`src/hw/rtl/soef_pkg.sv`:
```
// package for the serialized object end finder
// phase encoding, field type codes, payload widths and length prefix constants
// no dependencies
package soef_pkg;

	// position counter width, saturates at all ones
	localparam int unsigned POS_BITS = 24;
	localparam int unsigned OFS_BITS = 24;
	localparam int unsigned SKIP_BITS = 20;

	typedef enum logic [11:0] {
		PH_HDR   = 12'b0000_0000_0001,
		PH_TYPE  = 12'b0000_0000_0010,
		PH_FIELD = 12'b0000_0000_0100,
		PH_T3    = 12'b0000_0000_1000,
		PH_F3    = 12'b0000_0001_0000,
		PH_SKIP  = 12'b0000_0010_0000,
		PH_AMT   = 12'b0000_0100_0000,
		PH_VL0   = 12'b0000_1000_0000,
		PH_VL1   = 12'b0001_0000_0000,
		PH_VL2A  = 12'b0010_0000_0000,
		PH_VL2B  = 12'b0100_0000_0000,
		PH_PATH  = 12'b1000_0000_0000
	} phase_t;

	// field type codes
	localparam logic [7:0] TY_U16     = 8'd1;
	localparam logic [7:0] TY_U32     = 8'd2;
	localparam logic [7:0] TY_U64     = 8'd3;
	localparam logic [7:0] TY_H128    = 8'd4;
	localparam logic [7:0] TY_H256    = 8'd5;
	localparam logic [7:0] TY_AMOUNT  = 8'd6;
	localparam logic [7:0] TY_BLOB    = 8'd7;
	localparam logic [7:0] TY_ACCOUNT = 8'd8;
	localparam logic [7:0] TY_OBJECT  = 8'd14;
	localparam logic [7:0] TY_ARRAY   = 8'd15;
	localparam logic [7:0] TY_U8      = 8'd16;
	localparam logic [7:0] TY_H160    = 8'd17;
	localparam logic [7:0] TY_PATHSET = 8'd18;
	localparam logic [7:0] TY_VECTOR  = 8'd19;
	localparam logic [7:0] FC_END     = 8'd1;

	// amount: first byte already consumed
	localparam logic [SKIP_BITS-1:0] AMT_LONG  = SKIP_BITS'(47);
	localparam logic [SKIP_BITS-1:0] AMT_SHORT = SKIP_BITS'(7);

	// length prefix ranges
	localparam logic [7:0] VL_ONE_MAX = 8'd192;
	localparam logic [7:0] VL_TWO_MAX = 8'd240;
	localparam logic [7:0] VL_TWO_BASE = 8'd193;
	localparam logic [7:0] VL_THREE_BASE = 8'd241;
	localparam logic [SKIP_BITS-1:0] VL_THREE_OFS = SKIP_BITS'(12481);

	typedef struct packed {
		logic                 hit;
		phase_t               ph;
		logic [SKIP_BITS-1:0] skip;
	} hdr_res_t;

endpackage

```
`src/hw/rtl/serialized_object_end_finder.sv`:
```
// serialized object end finder: walks field headers and payloads byte by byte
// and reports the offset past the first object or array end marker, or, with found low, the length at is_last
// depends on soef_pkg
//
//  channel  | signals                               | role
//  ---------+---------------------------------------+-------------------------
//  in       | in_valid in_ready byte_in is_last     | one object byte per transfer
//  out      | out_valid out_ready end_offset found  | one result per object
//
// one byte is taken every cycle while in_ready is high; the per-byte decode sits between the phase
// registers and a two-entry output buffer (output register plus skid stage)
// a result is registered into the output register, or into the skid stage while the output is stalled
// in_ready drops only while the skid stage holds a result
// arst_n clears the walker state and empties the output buffer
module serialized_object_end_finder (
	input  logic                          clk,
	input  logic                          arst_n,
	input  logic                          in_valid,
	output logic                          in_ready,
	input  logic [7:0]                    byte_in,
	input  logic                          is_last,
	output logic                          out_valid,
	input  logic                          out_ready,
	output logic [soef_pkg::OFS_BITS-1:0] end_offset,
	output logic                          found
);
	import soef_pkg::*;

	localparam logic [POS_BITS-1:0] POS_MAX = '1;

	phase_t                ph_q, ph_d;
	logic [POS_BITS-1:0]   cnt_q, cnt_d;
	logic [SKIP_BITS-1:0]  skip_q, skip_d;
	logic [7:0]            type_q, type_d;
	logic [7:0]            field_q, field_d;
	logic [15:0]           lp_q, lp_d;
	logic                  done_q, done_d;

	logic                  res_valid;
	logic                  res_found;
	logic [OFS_BITS-1:0]   res_ofs;

	logic                  out_valid_q;
	logic [OFS_BITS-1:0]   out_ofs_q;
	logic                  out_found_q;
	logic                  skid_valid_q;
	logic [OFS_BITS-1:0]   skid_ofs_q;
	logic                  skid_found_q;

	logic                  take;
	logic                  hit;
	hdr_res_t              hr;
	logic [7:0]            hdr_t, hdr_f;
	logic                  hdr_eval;

	function automatic hdr_res_t start_skip(input logic [SKIP_BITS-1:0] n);
		hdr_res_t r;
		r.hit  = 1'b0;
		r.skip = n;
		r.ph   = (n != '0) ? PH_SKIP : PH_HDR;
		return r;
	endfunction

	function automatic hdr_res_t hdr_next(input logic [7:0] t, input logic [7:0] f);
		hdr_res_t r;
		r = start_skip('0);
		if ((t == TY_OBJECT || t == TY_ARRAY) && f == FC_END) begin
			r.hit = 1'b1;
		end else begin
			case (t)
				TY_U16:     r = start_skip(SKIP_BITS'(2));
				TY_U32:     r = start_skip(SKIP_BITS'(4));
				TY_U64:     r = start_skip(SKIP_BITS'(8));
				TY_H128:    r = start_skip(SKIP_BITS'(16));
				TY_H256:    r = start_skip(SKIP_BITS'(32));
				TY_ACCOUNT: r = start_skip(SKIP_BITS'(21));
				TY_U8:      r = start_skip(SKIP_BITS'(1));
				TY_H160:    r = start_skip(SKIP_BITS'(20));
				TY_AMOUNT:  r.ph = PH_AMT;
				TY_BLOB, TY_VECTOR: r.ph = PH_VL0;
				TY_PATHSET: r.ph = PH_PATH;
				default:    r.ph = PH_HDR;
			endcase
		end
		return r;
	endfunction

	assign in_ready = !skid_valid_q;
	assign take     = in_valid && in_ready;

	// header byte sources: the type and field codes as they stand after this byte
	always_comb begin
		hdr_t    = type_q;
		hdr_f    = field_q;
		hdr_eval = 1'b0;
		case (ph_q)
			PH_HDR: begin
				hdr_t    = {4'd0, byte_in[7:4]};
				hdr_f    = {4'd0, byte_in[3:0]};
				hdr_eval = (byte_in[7:4] != 4'd0) && (byte_in[3:0] != 4'd0);
			end
			PH_TYPE: begin
				hdr_t    = byte_in;
				hdr_eval = 1'b1;
			end
			PH_FIELD, PH_F3: begin
				hdr_f    = byte_in;
				hdr_eval = 1'b1;
			end
			default: ;
		endcase
	end

	assign hr = hdr_next(hdr_t, hdr_f);

	always_comb begin
		ph_d      = ph_q;
		cnt_d     = cnt_q;
		skip_d    = skip_q;
		type_d    = type_q;
		field_d   = field_q;
		lp_d      = lp_q;
		done_d    = done_q;
		hit       = 1'b0;
		res_valid = 1'b0;
		res_found = 1'b0;
		res_ofs   = OFS_BITS'(cnt_q);
		if (take && !done_q) begin
			if (cnt_q != POS_MAX)
				cnt_d = cnt_q + POS_BITS'(1);
			case (ph_q)
				PH_HDR: begin
					if (byte_in == 8'd0) begin
						ph_d = PH_T3;
					end else if (byte_in[7:4] == 4'd0) begin
						field_d = hdr_f;
						ph_d    = PH_TYPE;
					end else if (byte_in[3:0] == 4'd0) begin
						type_d = hdr_t;
						ph_d   = PH_FIELD;
					end else begin
						type_d  = hdr_t;
						field_d = hdr_f;
					end
				end
				PH_TYPE:         type_d = byte_in;
				PH_FIELD, PH_F3: field_d = byte_in;
				PH_T3: begin
					type_d = byte_in;
					ph_d   = PH_F3;
				end
				PH_SKIP: begin
					if (skip_q <= SKIP_BITS'(1)) begin
						skip_d = '0;
						ph_d   = PH_HDR;
					end else begin
						skip_d = skip_q - SKIP_BITS'(1);
					end
				end
				PH_AMT: begin
					skip_d = byte_in[7] ? AMT_LONG : AMT_SHORT;
					ph_d   = PH_SKIP;
				end
				PH_VL0: begin
					if (byte_in <= VL_ONE_MAX) begin
						skip_d = SKIP_BITS'(byte_in);
						ph_d   = (byte_in != 8'd0) ? PH_SKIP : PH_HDR;
					end else begin
						lp_d = {8'd0, byte_in};
						ph_d = (byte_in <= VL_TWO_MAX) ? PH_VL1 : PH_VL2A;
					end
				end
				PH_VL1: begin
					// two-byte prefix never yields zero
					skip_d = SKIP_BITS'({lp_q[5:0] - VL_TWO_BASE[5:0], byte_in})
						+ SKIP_BITS'(VL_TWO_BASE);
					ph_d   = PH_SKIP;
				end
				PH_VL2A: begin
					lp_d = {lp_q[7:0], byte_in};
					ph_d = PH_VL2B;
				end
				PH_VL2B: begin
					skip_d = SKIP_BITS'({lp_q[11:8] - VL_THREE_BASE[3:0], lp_q[7:0], byte_in})
						+ VL_THREE_OFS;
					ph_d   = PH_SKIP;
				end
				PH_PATH: begin
					if (byte_in == 8'h00)
						ph_d = PH_HDR;
				end
				default: ph_d = PH_HDR;
			endcase
			if (hdr_eval) begin
				hit = hr.hit;
				if (!hr.hit) begin
					ph_d   = hr.ph;
					skip_d = hr.skip;
				end
			end
			if (hit || is_last) begin
				res_valid = 1'b1;
				res_found = hit;
				res_ofs   = OFS_BITS'(cnt_d);
				done_d    = !is_last;
			end
		end
		if (take && is_last) begin
			ph_d    = PH_HDR;
			cnt_d   = '0;
			skip_d  = '0;
			type_d  = '0;
			field_d = '0;
			lp_d    = '0;
			done_d  = 1'b0;
		end
	end

	always_ff @(posedge clk or negedge arst_n) begin
		if (!arst_n) begin
			ph_q    <= PH_HDR;
			cnt_q   <= '0;
			skip_q  <= '0;
			type_q  <= '0;
			field_q <= '0;
			lp_q    <= '0;
			done_q  <= 1'b0;
		end else begin
			ph_q    <= ph_d;
			cnt_q   <= cnt_d;
			skip_q  <= skip_d;
			type_q  <= type_d;
			field_q <= field_d;
			lp_q    <= lp_d;
			done_q  <= done_d;
		end
	end

	// output register with skid stage behind it
	always_ff @(posedge clk or negedge arst_n) begin
		if (!arst_n) begin
			out_valid_q  <= 1'b0;
			skid_valid_q <= 1'b0;
		end else if (out_valid_q && !out_ready) begin
			if (res_valid)
				skid_valid_q <= 1'b1;
		end else if (skid_valid_q) begin
			out_valid_q  <= 1'b1;
			skid_valid_q <= res_valid;
		end else begin
			out_valid_q <= res_valid;
		end
	end

	always_ff @(posedge clk) begin
		if (out_valid_q && !out_ready) begin
			if (res_valid) begin
				skid_ofs_q   <= res_ofs;
				skid_found_q <= res_found;
			end
		end else if (skid_valid_q) begin
			out_ofs_q   <= skid_ofs_q;
			out_found_q <= skid_found_q;
			if (res_valid) begin
				skid_ofs_q   <= res_ofs;
				skid_found_q <= res_found;
			end
		end else if (res_valid) begin
			out_ofs_q   <= res_ofs;
			out_found_q <= res_found;
		end
	end

	assign out_valid  = out_valid_q;
	assign end_offset = out_ofs_q;
	assign found      = out_found_q;

`ifndef SYNTH
	a_skid_behind_out: assert property (@(posedge clk) disable iff (!arst_n)
		skid_valid_q |-> out_valid_q)
		else $error("skid stage holds a result while the output register is empty");

	a_skid_fill_on_stall: assert property (@(posedge clk) disable iff (!arst_n)
		$rose(skid_valid_q) |-> $past(out_valid_q && !out_ready))
		else $error("skid stage filled without an output stall");

	a_marker_sets_done: assert property (@(posedge clk) disable iff (!arst_n)
		(take && !done_q && hit && !is_last) |=> done_q)
		else $error("end marker did not stop the walk");

	a_last_clears: assert property (@(posedge clk) disable iff (!arst_n)
		(take && is_last) |=> (!done_q && cnt_q == '0 && ph_q == PH_HDR))
		else $error("last byte did not clear the walker");

	a_done_no_result: assert property (@(posedge clk) disable iff (!arst_n)
		(done_q && !(take && is_last)) |-> !res_valid)
		else $error("result produced after the end marker");
`endif

endmodule
```
`config.mk`:
```
export PLATFORM = sky130hd
export DESIGN_NAME = serialized_object_end_finder
export DESIGN_NICKNAME = d
export VERILOG_FILES = /design/src/hw/rtl/soef_pkg.sv /design/src/hw/rtl/serialized_object_end_finder.sv
export SDC_FILE = /design/constraint.sdc
export NUM_CORES = 1
export LEC_CHECK = 0
export BUFFER_PORTS_ARGS = -buffer_cell sky130_fd_sc_hd__buf_2
export CAP_MARGIN = 0
export CORE_AREA = 2 2 130 132
export DETAILED_ROUTE_END_ITERATION = 10
export DIE_AREA = 0 0 132 134
export PLACE_DENSITY = 0.77
export SYNTH_ARGS = -nofsm -noshare
export SYNTH_HDL_FRONTEND = slang
export SYNTH_SLANG_ARGS = --single-unit
```
`constraint.sdc`:
```
create_clock -name clk -period 4.8 [get_ports clk]
set_clock_uncertainty 0.05 [all_clocks]
set_input_delay 0.72 -clock clk [delete_from_list [all_inputs] [get_ports clk]]
set_output_delay 0.72 -clock clk [all_outputs]
set_load 0.005 [all_outputs]
```
After elaboration in Yosys (flattened, before gate mapping)
Index checks and enable logic that the tools add are counted.

Order comparisons: 3. Equality and inequality tests: 33. Muxes and demuxes: 71. Reductions and logical operators: 36. $add $sub $neg: 6. Bitwise gates (word level): 1.

Operators by type and width (count): $mux 24 (10); $mux 12 (12); $mux 20 (6); $pmux 20 s5 (1); $pmux 12 s8 (1); $mux 8 (9); $pmux 8 s2 (4); $pmux 12 s4 (1); $pmux 6 s8 (1); $eq 8x3->1 const B (4); $eq 8x5->1 const B (4); $mux 32 (1); $add 24x1->24 const B (1); $eq 8x4->1 const B (3); $ne 24x24->1 const B (1); $pmux 12 s2 (1); $add 20x14->20 const B (1); $le 20x1->1 const B (1); $mux 10 (2); $sub 20x1->20 const B (1); $mux 1 (19); $eq 8x1->1 const B (2); $eq 8x2->1 const B (2); $le 8x8->1 const B (2); other kinds (36) (60).

Output and inout bits: 27. Logic and storage cells: 163. Flip-flop bits (word level): 137. Input port bits: 13.

Longest topological paths before layout
Gate-level depths: netlist (run 1).

Word-level depth: 14. Mapped depth: 12. Mapped depth without buffers: 10.

Worst setup path after synthesis (run 1)
OpenSTA, ideal clock, no wires.

Path type: flip-flop to flip-flop. Start point: register ph_q[10]. End point: register out_ofs_q[0], in the netlist end_offset[0] (enable). Cell stages (with the launch flop): 12. Setup time: 0.407 ns. Period minus slack after synthesis: 4.090 ns. Slack: 0.710 ns. Path buffers: 4. Arrival time: 3.633 ns. Data required time: 4.343 ns. Path through: dfrtp_1 -> buf_6 -> or4_4 -> or2_0 -> buf_2 -> or4b_1 -> a21oi_2 -> and4b_1 -> buf_6 -> buf_6 -> nor3_1 -> nor2_1.

Longest elaborated chain between the ends: 13. Elaborated cells between the ends (all ways): 22. Classes of those cells: eq/ne (7); mux (8); reduce/logical (7).

Ends and longest elaborated chain: start, declared (RTL line serialized_object_end_finder.sv:31) `phase_t ph_q, ph_d;`; start signal, assigned (RTL line serialized_object_end_finder.sv:229) `ph_q <= ph_d;`; $eq 12x3->1, or another cell as far along (RTL line serialized_object_end_finder.sv:96) `case (ph_q)`; $reduce_or 2->1 / $pmux 8 s2 (equally long branches); $pmux 8 s2 / $eq 8x4->1 (equally long branches) (RTL line serialized_object_end_finder.sv:96, serialized_object_end_finder.sv:67); $eq 8x1->1 / $logic_or 1x1->1 (equally long branches) (RTL line serialized_object_end_finder.sv:67) `if ((t == TY_OBJECT || t == TY_ARRAY) && f == FC_END) begin`; $logic_and 1x1->1 (RTL line serialized_object_end_finder.sv:67); $mux 1 (RTL line serialized_object_end_finder.sv:67); $mux 1 * (RTL line serialized_object_end_finder.sv:194) `if (hdr_eval) begin`; $mux 1 * (RTL line serialized_object_end_finder.sv:128) `if (take && !done_q) begin`; $logic_or 1x1->1 * (RTL line serialized_object_end_finder.sv:201) `if (hit || is_last) begin`; $mux 1 * (RTL line serialized_object_end_finder.sv:201); $mux 1 * (RTL line serialized_object_end_finder.sv:128); $reduce_bool 2->1 (no source line) *; $reduce_and 2->1 (no source line) *; end signal, assigned (RTL line serialized_object_end_finder.sv:262) `out_ofs_q <= skid_ofs_q;`; end signal, assigned (RTL line serialized_object_end_finder.sv:269) `out_ofs_q <= res_ofs;`; end, declared (RTL line serialized_object_end_finder.sv:44) `logic [OFS_BITS-1:0] out_ofs_q;`.

Mark *: on every way between the ends. The rest lies on a longest branch, timed or not. The select of a mux whose other input is x is not followed. A chain may end at the register's enable or synchronous reset.

Worst setup path after layout (run 1)
Start point: register ph_q[4]. End point: register out_ofs_q[3], in the netlist end_offset[3] (enable).

The elaborated chain is that of the path after synthesis.

==> results.md, run 1 <==
* Worst hold slack at about 260 ps
* Final setup margin at 749 ps
* Peak supply drop at ~0.18 mV
* Fin crit share at 0.844
* CTS tree: built
* Clock sink count at 137
* Relative slew slack at 0.281
* Layout net count at 1022
* WL/cell at 18.7 µm
* Remaining DRCs at 0
* Global-route wire length before repair at 37900 µm
* Worst r2r dst: end_offset[3]$_DFFE_PP_
* Final hold violations at 0
* Ys Warns at 0
* Syn-to-layout area delta at 11.6%
* CP Buf/Inv Count at 2
* Tot Pwr at 4.18 mW
* Worst-path cell chain: or4_1 -> a2111oi_0 -> o22ai_1 -> nor4_1 -> and4b_1 -> buf_4 -> nor3_1 -> nor2_2 -> buf_4
* Initial core utilization at 0.538
* CTS hold repair buffers at 0
* Initial antenna violation count at 0
* Die Y at 134 µm
* CP most frequent cell: buf_4
* Tmin final at 4050 ps
* RSZ-0062 raised after global routing: false
* Worst-Margin Slew at around 1100 ps
* Max Root-Sink Buffers at 2
* Cells after Synth at 987
* Setup Viol. Count Final at 0
* Max Clock Freq at 247 MHz
* Clock share of power at 0.344
* Final Routed Wirelength at 23100 µm
* Post-route ant nets at 0
* Startpoint types: register
* Total of max-cap violations at 0
* H-tree depth at 4
* Reg2Reg Depth at 9
* Avg Cell Area, Syn at 8.87 µm²
* Reg2reg setup slack at 750 ps
* Sw Ratio at 0.350
* Routed met2 length at 10600 µm
* DR vias/cell at 6.40
* Share of power burned in registers at 0.334
* CP top delay family: simple AND/OR/NAND/NOR gates
* Gr ovfl total at 0
* Buffers added on ports at 39
* Sw Pwr at 1.46 mW
* Met3 Routed Length at 1730 µm
* Syn nets at 1009
* FF-to-FF Start: ph_q[4]$_DFFE_PN0N_
* Post-synthesis register bit count at 137
* Pint at 2.71 mW
* Die width at 132 µm
* DP HPWL at 15400 µm
* Via count at 7893
* Largest net degree at the start of global routing at 47
* Crit. End Element: register
* Clock-pin slew on the worst setup and hold paths at 60 ps
* Rows at between 40 and 50
* Main flop type after synthesis: dfrtp_1
* DRT iter0 DRCs at 1003
* Comb pwr share at 0.323
* Setup tns final at 0 ps
* Vias in the first global route at 7424
* Share of post-route cells with drive strength above 1 at 0.138
* Post-Layout Inst Area at 9770 µm²
* WP data arrival at 4090 ps
* Post-synth ARST share at 0.635
* Root Driver: clkbuf_16
* Status: finished clean
* RD Place Congestion at slightly above 0.9
* Top routing layer used: met4
* Pre-Repair DR Iteration Count at 7
* Die area at 17700 µm²
* Synth cell types at 78
* Pleak at approximately 4.0 nW
* Post-Syn Area at approximately 8800 µm²
* Resized Gates After CTS at 0
* I/O pins at 40
* Post-synth EDFFs at 50
* Wl on met1 at 9760 µm
* Seq/Total Area, Yosys at 0.420
* Clock latency on the worst-skew pair at 430 ps
* Postcts setup bufs at 0
* Crit path max fanout at 28
* Antenna diodes at 0
* Placeable Area at 16300 µm²
* Dpl cell area at just over 9000 µm²
* Crit path kind: reg2reg
* Pre-CTS WS at 898 ps
* Slowest-stage cell, CP: a2111oi_0
* WP data required at 4840 ps
* Hold Path Class: in2async
* Tot GR Track Use at 0.266
* Power Density at around 430 nW/µm²
* CP max stage delay at 860 ps
* Slew Viols, Final at 0
* CTS Buf Count at 17
[cells in the final DEF, fill, tap and decap left out, types with 9 or more instances in the layout]
master     Yosys  final
nor4_1        16     16
o31ai_1       14     13
a22o_1        17     17
and3_1        12     12
o21ai_0       93     93
clkbuf_16      0     17
nor3_1        34     34
dfrtp_1       86     86
nand3_1       25     25
edfxtp_1      50     50
o211ai_1      11     11
xor2_1        11     11
o22ai_1       13     13
ha_1           9      9
xnor2_1       37     37
nand4_1       10     10
a21oi_1       24     24
nor2b_1       12     11
and2_1        16     16
or3_1         13     13
mux2_2        23     23
buf_2          5     38
inv_1         21     21
buf_4          0     22
o21ai_1       17     17
nand2_1      112    112
mux2i_1       13     13
nor2_1        95     92
and4_1         9      9
[power groups by stage]
stage	clock (mW)	combinational, mW	sequential, mW
after global routing	1.50	1.47	1.41
after global placement	0	1.28	1.41
after CTS	1.44	1.32	1.39
after floorplan	0	0.980	1.37
after detailed placement	0	1.30	1.41
final	1.44	1.35	1.39
[cell usage after synthesis (all sizes together) (6+ instances only)]
cell,count,share of area
nor4,17,0.013
nor2b,12,0.0086
or2,9,0.0064
xnor2,37,0.037
ha,9,0.013
nand3,25,0.014
o21ai,111,0.064
dfrtp,86,0.25
and3,12,0.0086
clkbuf,56,0.024
nand2b,7,0.0050
nand2,112,0.048
inv,21,0.0090
o31ai,14,0.012
nor2,96,0.041
o211ai,11,0.0094
edfxtp,50,0.17
nand4,10,0.0071
buf,11,0.0089
nor3,34,0.019
and4,9,0.0090
a21oi,25,0.015
mux2,25,0.033
nand3b,6,0.0051
xor2,11,0.011
nor3b,6,0.0051
a31oi,8,0.0057
a32oi,8,0.0080
a22o,17,0.017
o22ai,13,0.0093
mux2i,13,0.015
or3,13,0.0093
and2,16,0.011
[logic make-up after synthesis]
| family | share of synthesized area |
|---|---|
| adders and majority gates | 0.0129 |
| and+or+nand+nor | 0.235 |
| xor gates and xnor gates | 0.0480 |
| buffers and inverters | 0.0424 |
| AOI/OAI and AO/OA | 0.194 |
| muxes | 0.0479 |
| DFF | 0.420 |
[metal layers]
layer / up-vias / track usage
li1: 3683 / -
met1: 3735 / 0.348
met3: 82 / 0.0578
met5: - / 0
met2: 393 / 0.422
met4: 0 / 0.130
[layout make-up]
cell class | instances | area, µm²
repair buffers | 61 | 375
clock buffers | 20 | 437
fillers | 1383 | 6520
well taps | 220 | 275
multi-input cells | 761 | 4730
inverters | 22 | 82.6
flip-flops and latches | 137 | 3680
clock inverters | 12 | 198
[worst max path at each step]
| stage | cells after the start | startpoint | endpoint |
|---|---|---|---|
| finish | 9 | ph_q[4]$_DFFE_PN0N_ | end_offset[3]$_DFFE_PP_ |
| global route | 9 | ph_q[4]$_DFFE_PN0N_ | end_offset[2]$_DFFE_PP_ |
| CTS | 9 | ph_q[4]$_DFFE_PN0N_ | end_offset[3]$_DFFE_PP_ |
| detailed placement | 10 | byte_in[2] | end_offset[6]$_DFFE_PP_ |
| global placement | 10 | ph_q[4]$_DFFE_PN0N_ | end_offset[5]$_DFFE_PP_ |
| floorplan | 11 | ph_q[10]$_DFFE_PN0N_ | end_offset[0]$_DFFE_PP_ |
[sequential cells by signal, summed over array words and instances, names as in the netlist, 8 cells and up]
register,cells
cnt_q,24
end_offset,24
field_q,8
lp_q,12
ph_q,12
skid_ofs_q,24
skip_q,20
type_q,8
[stage by stage]
stage	utilization	cells
after global placement	0.561	1201
after detailed placement	0.561	1201
after floorplan	-	987
after global routing	0.600	1233
final	0.600	1233
after CTS	0.600	1233
No activity file was read; power rests on OpenSTA's default activity.
==> run 2: changes to the inputs <==
--- a/config.mk
+++ b/config.mk
@@ -10,7 +10,7 @@
 export CORE_AREA = 2 2 130 132
 export DETAILED_ROUTE_END_ITERATION = 10
 export DIE_AREA = 0 0 132 134
-export PLACE_DENSITY = 0.77
+export PLACE_DENSITY = 0.8
 export SYNTH_ARGS = -nofsm -noshare
 export SYNTH_HDL_FRONTEND = slang
 export SYNTH_SLANG_ARGS = --single-unit
==> constraint.sdc (replaced) <==
create_clock -name clk -period 3.25 [get_ports clk]
set_clock_uncertainty 0.05 [all_clocks]
set_input_delay 0.4875 -clock clk [delete_from_list [all_inputs] [get_ports clk]]
set_output_delay 0.4875 -clock clk [all_outputs]
set_load 0.005 [all_outputs]
==> results.md, run 2 (synthesized netlist as in run 1, its figures left out) <==
* Status: complete, but fails checks
* Violated checks: setup timing
* Tot Pwr at 6.65 mW
* Clock sink count at 137
* Max Root-Sink Buffers at 2
* Worst hold slack at 330 ps
* Placed cell count at 1297
* Pint at 4.29 mW
* Worst-Margin Slew at ~850 ps
* Final setup margin at -18.2 ps
* Via count at 8445
* Tot GR Track Use at 0.298
* Sw Pwr at 2.36 mW
* Clock-pin slew on the worst setup and hold paths at 70 ps
* DRT iter0 DRCs at between 1000 and 1500
* RSZ-0062 raised after global routing: true
* Syn-to-layout area delta at 24.4%
* Gr ovfl total at 0
* Setup tns final at -40.5 ps
* Pre-CTS WS at -98.9 ps
* Share of post-route cells with drive strength above 1 at 0.249
* Final Routed Wirelength at 26300 µm
* Global-route wire length before repair at 41800 µm
* Peak supply drop at 0.472 mV
* Crit path kind: reg2reg
* Slew Viols, Final at 0
* I/O pins at 40
* Pre-Repair DR Iteration Count at 6
* WP data arrival at 3400 ps
* Root Driver: clkbuf_16
* Crit. End Element: register
* Die width at 132 µm
* Slowest-stage cell, CP: or4_4
* Most frequent cells in the layout: buf_4, nand2_1, nor2_1
* Remaining DRCs at 0
* Tmin final at 3270 ps
* Total of max-cap violations at 0
* Final hold violations at 0
* Largest net degree at the start of global routing at 41
* WL/cell at a little under 20 µm
* Comb pwr share at 0.386
* Antenna diodes at 0
* Buffers added on ports at 39
* WP data required at 3380 ps
* Vias in the first global route at a little under 8000
* Clock latency on the worst-skew pair at 440 ps
* Fin crit share at 1.01
* Initial core utilization at 0.538
* Dpl cell area at a little under 10000 µm²
* Die area at roughly 18000 µm²
* Setup Viol. Count Final at 4
* Startpoint types: register
* H-tree depth at 4
* Die Y at approximately 130 µm
* Layout net count at 1140
* Commonest non-fill, non-tap cell in the layout: buf_4
* Fin cells at 1351
* Register area at 3680 µm²
* Power Density at 610 nW/µm²
* DP HPWL at 18000 µm
* Relative slew slack at 0.434
* DR vias/cell at 6.25
* Initial antenna violation count at 0
* CP max stage delay at approximately 550 ps
* Hold Path Class: in2reg
* Fin util at 0.669
* CTS tree: built
* Clock share of power at 0.310
* Fillcell total at 1301
* Crit path max fanout at 7
* Sw Ratio at 0.355
* Pleak at 4.67 nW
* Area occupied by multi-input gates at slightly below 5000 µm²
* Placeable Area at roughly 16000 µm²
* Rows at 47
* Worst-path cell chain: or4_4 -> or2_4 -> or4b_4 -> a21oi_4 -> and4b_4 -> buf_12 -> o21ai_4 -> buf_4 -> xnor2_2 -> mux2_2
* RD Place Congestion at 1.00
* CTS Buf Count at 17
* Post-Layout Inst Area at 10900 µm²
* Share of power burned in registers at 0.304
* Max Clock Freq at 306 MHz
* Post-route ant nets at 0
[run 2: final cells by class]
type	instances	area share
tap	220	0.0253
multi-input combinational	762	0.453
inverter	22	0.00758
clock inverter	12	0.0152
timing repair buffer	178	0.120
sequential	137	0.338
clock buffer	20	0.0419
[run 2: layer usage]
layer,track usage,wire (µm)
met1,0.400,11000
met3,0.0495,1880
met4,0.118,814
met2,0.486,12600
met5,0,0
[run 2: worst max-delay path: cells and delay by family (launching register included)]
family | cells | cell delay (ps)
AO/OA/AOI/OAI | 2 | 200
multiplexers | 1 | 290
flip-flops | 1 | 390
AND/OR/NAND/NOR | 4 | 1650
buffers and inverters | 2 | 310
XOR/XNOR | 1 | 130
[run 2: what timing repair did]
action                                  CTS  global route
endpoints found under the setup margin   47           112
hold endpoints to repair                  1             0
pin swaps                                17            21
hold buffers                              1             0
gates cloned                              2             1
resized for setup                        22            32
buffers inserted                         10             9
[run 2: path summary, 6_finish.rpt]
check | startpoint | end | slack [ps] | cells past startpoint
worst max-delay path | ph_q[10]$_DFFE_PN0N_ | end_offset[0]$_DFFE_PP_ | -20 | 10
worst min-delay path | byte_in[4] | field_q[4]$_DFFE_PN0P_ | 330 | 3
worst max register to register | ph_q[10]$_DFFE_PN0N_ | end_offset[0]$_DFFE_PP_ | -20 | 10
worst min register to register | type_q[3]$_DFFE_PN0P_ | type_q[3]$_DFFE_PN0P_ | 440 | 2
max in group asynchronous | arst_n | ph_q[0]$_DFFE_PN1N_ | 1810 | 3
min in group asynchronous | arst_n | type_q[6]$_DFFE_PN0P_ | 530 | 2
[run 2: power by group through the flow]
stage	Sequential, mW	Combinational (mW)	Clock [mW]
finish	2.02	2.57	2.06
global route	2.04	2.76	2.15
detailed placement	2.05	2.38	0
floorplan	2.02	1.45	0
global placement	2.04	2.37	0
CTS	2.02	2.44	2.08
